--- src/sv/assert_macros.svh ---
// Assertion macros shared by the hat-to-button edge event modules.
// Each macro expects clk and rst_n in the scope of the module that uses it.
`ifndef ASSERT_MACROS_SVH
`define ASSERT_MACROS_SVH

// Check conseq in the same cycle as cond.
`define HBE_ASSERT_SAME(label, cond, conseq, msg) \
    label: assert property (@(posedge clk) disable iff (!rst_n) (cond) |-> (conseq)) \
        else $error(msg);

// Check conseq in the cycle after cond.
`define HBE_ASSERT_NEXT(label, cond, conseq, msg) \
    label: assert property (@(posedge clk) disable iff (!rst_n) (cond) |=> (conseq)) \
        else $error(msg);

`endif

--- src/sv/hbe_pkg.sv ---
// Types and constants for the hat-to-button edge event block.
// No dependencies; used by every module of the block.
package hbe_pkg;

    localparam int DIRS       = 4;
    localparam int DIR_W      = 2;
    localparam int BUTTON_W   = 8;
    localparam int COUNT_W    = 3;
    localparam int STICK_W    = 2;
    localparam int HAT_W      = 4;
    localparam int CFG_IDX_W  = 3;
    localparam int BANK       = 4;
    localparam int QUEUE_DEPTH = 2;

    localparam logic [CFG_IDX_W-1:0] REG_BUTTON_BASE_0 = 3'd0;
    localparam logic [CFG_IDX_W-1:0] REG_HAT_COUNT_0   = 3'd4;

    typedef struct packed {
        logic [STICK_W-1:0]  stick;
        logic [BUTTON_W-1:0] base;
        logic [DIRS-1:0]     value;
        logic [DIRS-1:0]     changed;
    } job_t;

endpackage

--- src/sv/hbe_front.sv ---
// Front end: configuration registers, hat store, edge detection and job push.
// Depends on hbe_pkg.
module hbe_front #(
    parameter int STICKS         = 4,
    parameter int HATS_PER_STICK = 4
) (
    input  logic                            clk,
    input  logic                            rst_n,
    input  logic                            cfg_write,
    input  logic [hbe_pkg::CFG_IDX_W-1:0]   cfg_index,
    input  logic [hbe_pkg::BUTTON_W-1:0]    cfg_data,
    input  logic                            in_valid,
    output logic                            in_ready,
    input  logic [hbe_pkg::STICK_W-1:0]     stick_index,
    input  logic [hbe_pkg::HAT_W-1:0]       hat_index,
    input  logic [hbe_pkg::DIRS-1:0]        hat_value,
    input  logic                            queue_full,
    output logic                            push,
    output hbe_pkg::job_t                   push_job
);

    localparam int SLOTS  = STICKS * HATS_PER_STICK;
    localparam int SLOT_W = (SLOTS > 1) ? $clog2(SLOTS) : 1;

    logic [hbe_pkg::BUTTON_W-1:0] button_base_reg [hbe_pkg::BANK];
    logic [hbe_pkg::COUNT_W-1:0]  hat_count_reg   [hbe_pkg::BANK];
    logic [hbe_pkg::DIRS-1:0]     hat_store_reg   [SLOTS];

    logic                         accept;
    logic                         present;
    logic [SLOT_W-1:0]            slot;
    logic [hbe_pkg::DIRS-1:0]     old_value;
    logic [hbe_pkg::BUTTON_W-1:0] hat_offset;

    assign in_ready = !queue_full;
    assign accept   = in_valid && in_ready;

    always_comb
    begin
        present = (int'(stick_index) < STICKS)
               && (int'(hat_index) < HATS_PER_STICK)
               && ({1'b0, hat_index} < {2'b00, hat_count_reg[stick_index]});
        slot      = present
                  ? SLOT_W'(int'(stick_index) * HATS_PER_STICK + int'(hat_index))
                  : '0;
        old_value = present ? hat_store_reg[slot] : '0;
        hat_offset = {2'b00, hat_index, 2'b00};
        push_job.stick   = stick_index;
        push_job.base    = button_base_reg[stick_index] + hat_offset;
        push_job.value   = hat_value;
        push_job.changed = old_value ^ hat_value;
        push = accept && (push_job.changed != '0);
    end

    always_ff @(posedge clk or negedge rst_n)
    begin
        if (!rst_n)
        begin
            for (int i = 0; i < hbe_pkg::BANK; i++)
            begin
                button_base_reg[i] <= '0;
                hat_count_reg[i]   <= '0;
            end
        end
        else if (cfg_write)
        begin
            if (cfg_index < hbe_pkg::REG_HAT_COUNT_0)
                button_base_reg[cfg_index[1:0]] <= cfg_data;
            else
                hat_count_reg[cfg_index[1:0]] <= cfg_data[hbe_pkg::COUNT_W-1:0];
        end
    end

    always_ff @(posedge clk or negedge rst_n)
    begin
        if (!rst_n)
        begin
            for (int i = 0; i < SLOTS; i++)
                hat_store_reg[i] <= '0;
        end
        else if (accept && present)
        begin
            hat_store_reg[slot] <= hat_value;
        end
    end

endmodule

--- src/sv/hbe_queue.sv ---
// Short job queue between the front end and the result sequencer.
// Depends on hbe_pkg and assert_macros.svh.
module hbe_queue (
    input  logic          clk,
    input  logic          rst_n,
    input  logic          push,
    input  hbe_pkg::job_t push_job,
    output logic          full,
    input  logic          pop,
    output logic          empty,
    output hbe_pkg::job_t head
);

    localparam int DEPTH = hbe_pkg::QUEUE_DEPTH;
    localparam int PTR_W = (DEPTH > 1) ? $clog2(DEPTH) : 1;
    localparam int CNT_W = $clog2(DEPTH + 1);

    hbe_pkg::job_t    mem_reg [DEPTH];
    logic [PTR_W-1:0] wr_ptr_reg, wr_ptr_next;
    logic [PTR_W-1:0] rd_ptr_reg, rd_ptr_next;
    logic [CNT_W-1:0] count_reg, count_next;

    assign full  = (count_reg == CNT_W'(DEPTH));
    assign empty = (count_reg == '0);
    assign head  = mem_reg[rd_ptr_reg];

    always_comb
    begin
        wr_ptr_next = wr_ptr_reg;
        rd_ptr_next = rd_ptr_reg;
        count_next  = count_reg;
        if (push)
            wr_ptr_next = (int'(wr_ptr_reg) == DEPTH - 1) ? '0 : wr_ptr_reg + 1'b1;
        if (pop)
            rd_ptr_next = (int'(rd_ptr_reg) == DEPTH - 1) ? '0 : rd_ptr_reg + 1'b1;
        if (push && !pop)
            count_next = count_reg + 1'b1;
        else if (pop && !push)
            count_next = count_reg - 1'b1;
    end

    always_ff @(posedge clk or negedge rst_n)
    begin
        if (!rst_n)
        begin
            wr_ptr_reg <= '0;
            rd_ptr_reg <= '0;
            count_reg  <= '0;
        end
        else
        begin
            wr_ptr_reg <= wr_ptr_next;
            rd_ptr_reg <= rd_ptr_next;
            count_reg  <= count_next;
        end
    end

    always_ff @(posedge clk)
    begin
        if (push)
            mem_reg[wr_ptr_reg] <= push_job;
    end

    `include "assert_macros.svh"

    `HBE_ASSERT_SAME(a_no_push_full, full, !push, "push into full queue")
    `HBE_ASSERT_SAME(a_no_pop_empty, empty, !pop, "pop from empty queue")

endmodule

--- src/sv/hbe_back.sv ---
// Result sequencer: walks the changed direction bits of each job, one beat a cycle unless stalled.
// Depends on hbe_pkg and assert_macros.svh.
module hbe_back (
    input  logic                          clk,
    input  logic                          rst_n,
    input  logic                          queue_empty,
    input  hbe_pkg::job_t                 head,
    output logic                          pop,
    output logic                          out_valid,
    input  logic                          out_ready,
    output logic [hbe_pkg::STICK_W-1:0]   out_stick,
    output logic [hbe_pkg::BUTTON_W-1:0]  button_number,
    output logic                          pressed,
    output logic                          last
);

    logic                         cur_valid_reg, cur_valid_next;
    hbe_pkg::job_t                cur_reg, cur_next;

    logic                         out_valid_reg, out_valid_next;
    logic [hbe_pkg::STICK_W-1:0]  out_stick_reg, out_stick_next;
    logic [hbe_pkg::BUTTON_W-1:0] button_reg, button_next;
    logic                         pressed_reg, pressed_next;
    logic                         last_reg, last_next;

    logic                         emit;
    logic                         finish;
    logic [hbe_pkg::DIR_W-1:0]    sel;
    logic [hbe_pkg::DIRS-1:0]     rem_after;

    always_comb
    begin
        sel = '0;
        for (int i = hbe_pkg::DIRS - 1; i >= 0; i--)
        begin
            if (cur_reg.changed[i])
                sel = hbe_pkg::DIR_W'(i);
        end
        rem_after = cur_reg.changed & ~(hbe_pkg::DIRS'(1) << sel);
        emit   = cur_valid_reg && (!out_valid_reg || out_ready);
        finish = emit && (rem_after == '0);
        pop    = (!cur_valid_reg || finish) && !queue_empty;

        cur_valid_next = cur_valid_reg;
        cur_next       = cur_reg;
        if (pop)
        begin
            cur_valid_next = 1'b1;
            cur_next       = head;
        end
        else if (finish)
        begin
            cur_valid_next = 1'b0;
        end
        else if (emit)
        begin
            cur_next.changed = rem_after;
        end

        out_valid_next = out_valid_reg && !out_ready;
        out_stick_next = out_stick_reg;
        button_next    = button_reg;
        pressed_next   = pressed_reg;
        last_next      = last_reg;
        if (emit)
        begin
            out_valid_next = 1'b1;
            out_stick_next = cur_reg.stick;
            button_next    = cur_reg.base + {{(hbe_pkg::BUTTON_W-hbe_pkg::DIR_W){1'b0}}, sel};
            pressed_next   = cur_reg.value[sel];
            last_next      = (rem_after == '0);
        end
    end

    always_ff @(posedge clk or negedge rst_n)
    begin
        if (!rst_n)
        begin
            cur_valid_reg <= 1'b0;
            out_valid_reg <= 1'b0;
        end
        else
        begin
            cur_valid_reg <= cur_valid_next;
            out_valid_reg <= out_valid_next;
        end
    end

    always_ff @(posedge clk)
    begin
        cur_reg       <= cur_next;
        out_stick_reg <= out_stick_next;
        button_reg    <= button_next;
        pressed_reg   <= pressed_next;
        last_reg      <= last_next;
    end

    assign out_valid     = out_valid_reg;
    assign out_stick     = out_stick_reg;
    assign button_number = button_reg;
    assign pressed       = pressed_reg;
    assign last          = last_reg;

    `include "assert_macros.svh"

    `HBE_ASSERT_SAME(a_cur_has_work, cur_valid_reg, cur_reg.changed != '0, "empty job held")
    `HBE_ASSERT_NEXT(a_finish_sets_last, finish, out_valid_reg && last_reg,
                     "final beat of a job without last")

endmodule

--- src/sv/hat_to_button_edge_events_unit.sv ---
// Hat-to-button edge events: a hat change in, one button beat per changed direction out.
// An accepted hat event is stored in the job queue, then in the sequencer's current job;
// each output beat is registered. Throughput: one hat event per cycle while the 2-deep
// job queue is not full; the sequencer sends one beat per cycle while out_ready allows.
// Async active-low reset clears the hat store, config registers, queue and valid flags.
module hat_to_button_edge_events_unit #(
    parameter int STICKS         = 4,
    parameter int HATS_PER_STICK = 4
) (
    input  logic                          clk,
    input  logic                          rst_n,
    input  logic                          cfg_write,
    input  logic [hbe_pkg::CFG_IDX_W-1:0] cfg_index,
    input  logic [hbe_pkg::BUTTON_W-1:0]  cfg_data,
    input  logic                          in_valid,
    output logic                          in_ready,
    input  logic [hbe_pkg::STICK_W-1:0]   stick_index,
    input  logic [hbe_pkg::HAT_W-1:0]     hat_index,
    input  logic [hbe_pkg::DIRS-1:0]      hat_value,
    output logic                          out_valid,
    input  logic                          out_ready,
    output logic [hbe_pkg::STICK_W-1:0]   out_stick,
    output logic [hbe_pkg::BUTTON_W-1:0]  button_number,
    output logic                          pressed,
    output logic                          last
);

    logic          push;
    hbe_pkg::job_t push_job;
    logic          queue_full;
    logic          queue_empty;
    logic          pop;
    hbe_pkg::job_t head;

    hbe_front #(
        .STICKS         (STICKS),
        .HATS_PER_STICK (HATS_PER_STICK)
    ) u_front (
        .clk         (clk),
        .rst_n       (rst_n),
        .cfg_write   (cfg_write),
        .cfg_index   (cfg_index),
        .cfg_data    (cfg_data),
        .in_valid    (in_valid),
        .in_ready    (in_ready),
        .stick_index (stick_index),
        .hat_index   (hat_index),
        .hat_value   (hat_value),
        .queue_full  (queue_full),
        .push        (push),
        .push_job    (push_job)
    );

    hbe_queue u_queue (
        .clk      (clk),
        .rst_n    (rst_n),
        .push     (push),
        .push_job (push_job),
        .full     (queue_full),
        .pop      (pop),
        .empty    (queue_empty),
        .head     (head)
    );

    hbe_back u_back (
        .clk           (clk),
        .rst_n         (rst_n),
        .queue_empty   (queue_empty),
        .head          (head),
        .pop           (pop),
        .out_valid     (out_valid),
        .out_ready     (out_ready),
        .out_stick     (out_stick),
        .button_number (button_number),
        .pressed       (pressed),
        .last          (last)
    );

endmodule

--- config.mk ---
export PLATFORM = sky130hd
export DESIGN_NAME = hat_to_button_edge_events_unit
export DESIGN_NICKNAME = d
export VERILOG_FILES = /design/src/sv/hbe_pkg.sv /design/src/sv/hbe_front.sv /design/src/sv/hbe_queue.sv /design/src/sv/hbe_back.sv /design/src/sv/hat_to_button_edge_events_unit.sv
export VERILOG_INCLUDE_DIRS = /design/src /design/src/sv
export SDC_FILE = /design/constraint.sdc
export NUM_CORES = 1
export LEC_CHECK = 0
export ABC_AREA = 1
export BUFFER_PORTS_ARGS = -buffer_cell sky130_fd_sc_hd__buf_2
export CAP_MARGIN = 20
export CORE_MARGIN = 4
export CORE_UTILIZATION = 30
export CTS_CLUSTER_DIAMETER = 30
export DETAILED_ROUTE_END_ITERATION = 8
export GPL_TIMING_DRIVEN = 0
export HOLD_SLACK_MARGIN = 0.12
export SYNTH_ARGS = -nofsm -noshare
export SYNTH_HDL_FRONTEND = slang
export SYNTH_SLANG_ARGS = --single-unit
export TNS_END_PERCENT = 50
--- constraint.sdc ---
create_clock -name clk -period 4.55 [get_ports clk]
set_input_delay 0.2275 -clock clk [delete_from_list [all_inputs] [get_ports clk]]
set_output_delay 0.2275 -clock clk [all_outputs]
set_load 0.01 [all_outputs]
==> flow_summary.yaml <==
setup_path:
  startpoint_type: "primary input"
  startpoint: "stick_index[1]"
  r2r_start: "u_front.hat_count_reg[2]$_DFFE_PN0P_"
  path_max_fanout: 10
  critical_path_class: "in2reg"
  endpoint_kind: "register"
  cp_data_required_time_ns: 4.86
  arrival_ns: 4.30
power:
  power_frac_seq: 0.493
  combPwrFrac: 0.224
  swShare: 0.309
  power_density_mw_per_mm2: 497
  ir_drop_mv: 0.290
  p_clk_frac: 0.282
  p_int_mw: 3.28
  p_leak_nw: 4.30
  p_switching_mw: 1.47
global_route:
  gr-usage-met2: 0.211
  grtUsageTotal: 0.130
  grt_use_met3: 0.0338
  grt.overflow.total: 0
  grt.met1_usage: 0.167
  antenna_found_initial: 1
  grt_max_degree: 83
  grt_pass1_wl_mm: 31.6
  grt_pass1_vias: 6173
  top_usage_layer: "met2"
clock_network:
  post-cts-setup-buffers: 0
  cts_buffers: 17
  clkTransAtPathRegs_ns: 0.06
  cts_sinks: 180
  clock_path_buffers: 2
  htree_levels: 4
  cts_tree: "built"
  clockRootBuffer: "clkbuf_16"
  clock_latency_ns: 0.44
routing:
  drt_iter0_markers: 429
  viasPerCell: 4.65
  drt_first_pass_iters: 5
  route.detailed.drc: 0
  avgRoutedWirePerCell_um: 14.0
  vias: 6226
  wl_mm: 18.8
  drtAntennaViolNets: 0
timing:
  skew_ns: 0.00841
  max_freq_mhz: 251
  layout_setup_ws_ns: 0.563
  slew_headroom: 0.506
  final_max_slew_viol_count: 0
  tightest_slew_ns: 0.735
  min_period_ns: 3.99
  finalCritPeriodShare: 0.876
  hold_violations: 0
  rsz0062_at_grt: "no"
  setup_violations: 0
min_path:
  worstHoldStart: "cfg_data[0]"
  hp-class: "in2reg"
synth:
  synth-seq-cells: 180
  synth_top_family_by_area: "simple AND/OR/NAND/NOR gates"
  syn_avg_cell_area_um2: 9.00
  synth_fa_ha_area_frac: 0.0202
  synth_xor_area_frac: 0.0160
  muxShareOfSynthArea: 0
  synth-simple-area-share: 0.215
  yosysUniqueCellTypes: 38
  yosysSeqAreaShare: 0.590
  synth.cell_area_mm2: 0.00819
  synthCells: 910
  ys_warn_count: 0
  yosysTopAreaCell: "dfrtp_1"
  synthTopCellsByArea: "dfrtp_1 (35%), edfxtp_1 (24%), nand2_1 (14%)"
  syn_nets: 948
  synth_top_area_frac: 0.348
  synth-compound-area-share: 0.104
layout:
  drive_above_1_share: 0.0993
  final_cell_mix: "nand2_1 (304), o21ai_0 (128), dfrtp_1 (114), inv_1 (76), nor2_1 (72)"
  largest_reg_flops: 64
  instances_no_fill: 1338
  diodes: 0
  final_util: 0.355
  area_growth_pct: 16.5
  layout_commonest_cell: "nand2_1"
  nets: 1022
floorplan:
  die_h_um: 173
  core_mm2: 0.0269
  die_x_um: 173
  die_area_mm2: 0.0300
  io_pins: 40
  row_count: 60
  start_util: 0.305
placement:
  hpwl_mm: 13.1
  routabilityCongestion: 0.835
  preCtsSetupSlack_ns: -0.0498
  port_buffers: 39
  dp_cells: 1291
flow_run:
  maxCapViolCount: 0
run_status:
  status: "finished clean"
## metrics by stage
step	power, mW	area [µm²]	setup TNS, ns	hold slack, ns
after floorplan	3.09	8190	0	-0.0681
after global placement	3.40	8820	-8.39	0.407
after detailed placement	3.44	8850	-0.874	0.146
after CTS	4.80	9540	0	0.149
after global routing	5.06	9550	0	0.169
final	4.75	9550	0	0.162
## path summary, 6_finish.rpt
path	slack (ns)	to	cells past startpoint
hold / removal	0.16	u_front.hat_count_reg[0]$_DFFE_PN0P_	3
min in group asynchronous	0.25	u_front.hat_store_reg[37]$_DFFE_PN0P_	2
max in group asynchronous	3.59	u_front.hat_count_reg[11]$_DFFE_PN0P_	3
setup reg to reg	0.79	u_queue.count_reg[1]$_DFFE_PN0P_	24
setup / recovery	0.56	u_queue.count_reg[1]$_DFFE_PN0P_	27
hold reg to reg	0.42	u_back.out_stick[0]$_DFFE_PP_	0
## routing by layer
metal / share of wire / vias to the layer above / wire length [µm]
met5: 0.00037 / - / 7
met4: 0.019 / 2 / 363
met3: 0.051 / 25 / 951
met2: 0.46 / 145 / 8730
met1: 0.46 / 2925 / 8730
li1: - / 3129 / -
## area by class of cell
class / instances / area [µm²]
fill: 2762 / 17300
sequential: 180 / 4830
clock buffer: 21 / 460
inverter: 80 / 300
multi-input combinational: 622 / 2920
buffer: 28 / 146
tap: 341 / 427
timing repair buffer: 55 / 379
clock inverter: 11 / 78.8
## cell families (layout without fill, tap and decap cells)
logic type / after synthesis / after routing
AND/OR/NAND/NOR: 430 / 430
flip-flops: 180 / 180
AO/OA/AOI/OAI: 165 / 165
buffers and inverters: 108 / 195
XOR/XNOR: 15 / 15
adder cells (fa/ha/maj): 12 / 12
## synthesized netlist by cell type (all sizes together)
master	instances
edfxtp	66
a32oi	1
o211ai	1
a32o	1
or2	3
o22ai	6
fa	2
nand4	18
o311ai	1
buf	11
nor2	74
nor3b	1
a221oi	1
nand3	19
dfrtp	114
o21ai	136
xor2	9
xnor2	6
a21oi	15
inv	80
clkbuf	17
a31oi	3
nand2	310
nor4	1
ha	10
nor3	4
## worst max-delay path, cell delays in order
cell	delay, ns
buf_2	0.13
inv_1	0.13
clkbuf_1	0.43
o21ai_0	0.16
nor2_1	0.12
a21oi_1	0.08
ha_1	0.21
nor3_2	0.26
clkbuf_1	0.44
buf_2	0.32
nand4_1	0.12
nand2_1	0.12
nand2_1	0.07
nand2_1	0.06
nand2_1	0.04
nand3_1	0.14
nor2_1	0.05
nand2_1	0.05
nand2_1	0.09
nor2_1	0.10
nand2_1	0.09
nand2_2	0.11
inv_1	0.05
ha_1	0.30
a21oi_1	0.12
o21ai_0	0.11
xnor2_1	0.13
## power groups by stage
| stage | Sequential (mW) | Combinational [mW] | Clock, mW |
|---|---|---|---|
| final | 2.34 | 1.06 | 1.34 |
| after global routing | 2.39 | 1.24 | 1.43 |
| after CTS | 2.35 | 1.08 | 1.38 |
| after detailed placement | 2.37 | 1.06 | 0 |
| after global placement | 2.37 | 1.03 | 0 |
| after floorplan | 2.37 | 0.720 | 0 |
## what timing repair did
action / CTS / global route
hold buffers: 15 / 0
endpoints found under the setup margin: 0 / 18
gates resized for setup: 0 / 1
hold endpoints to repair: 149 / 0
Power figures use the tool's default switching activity.
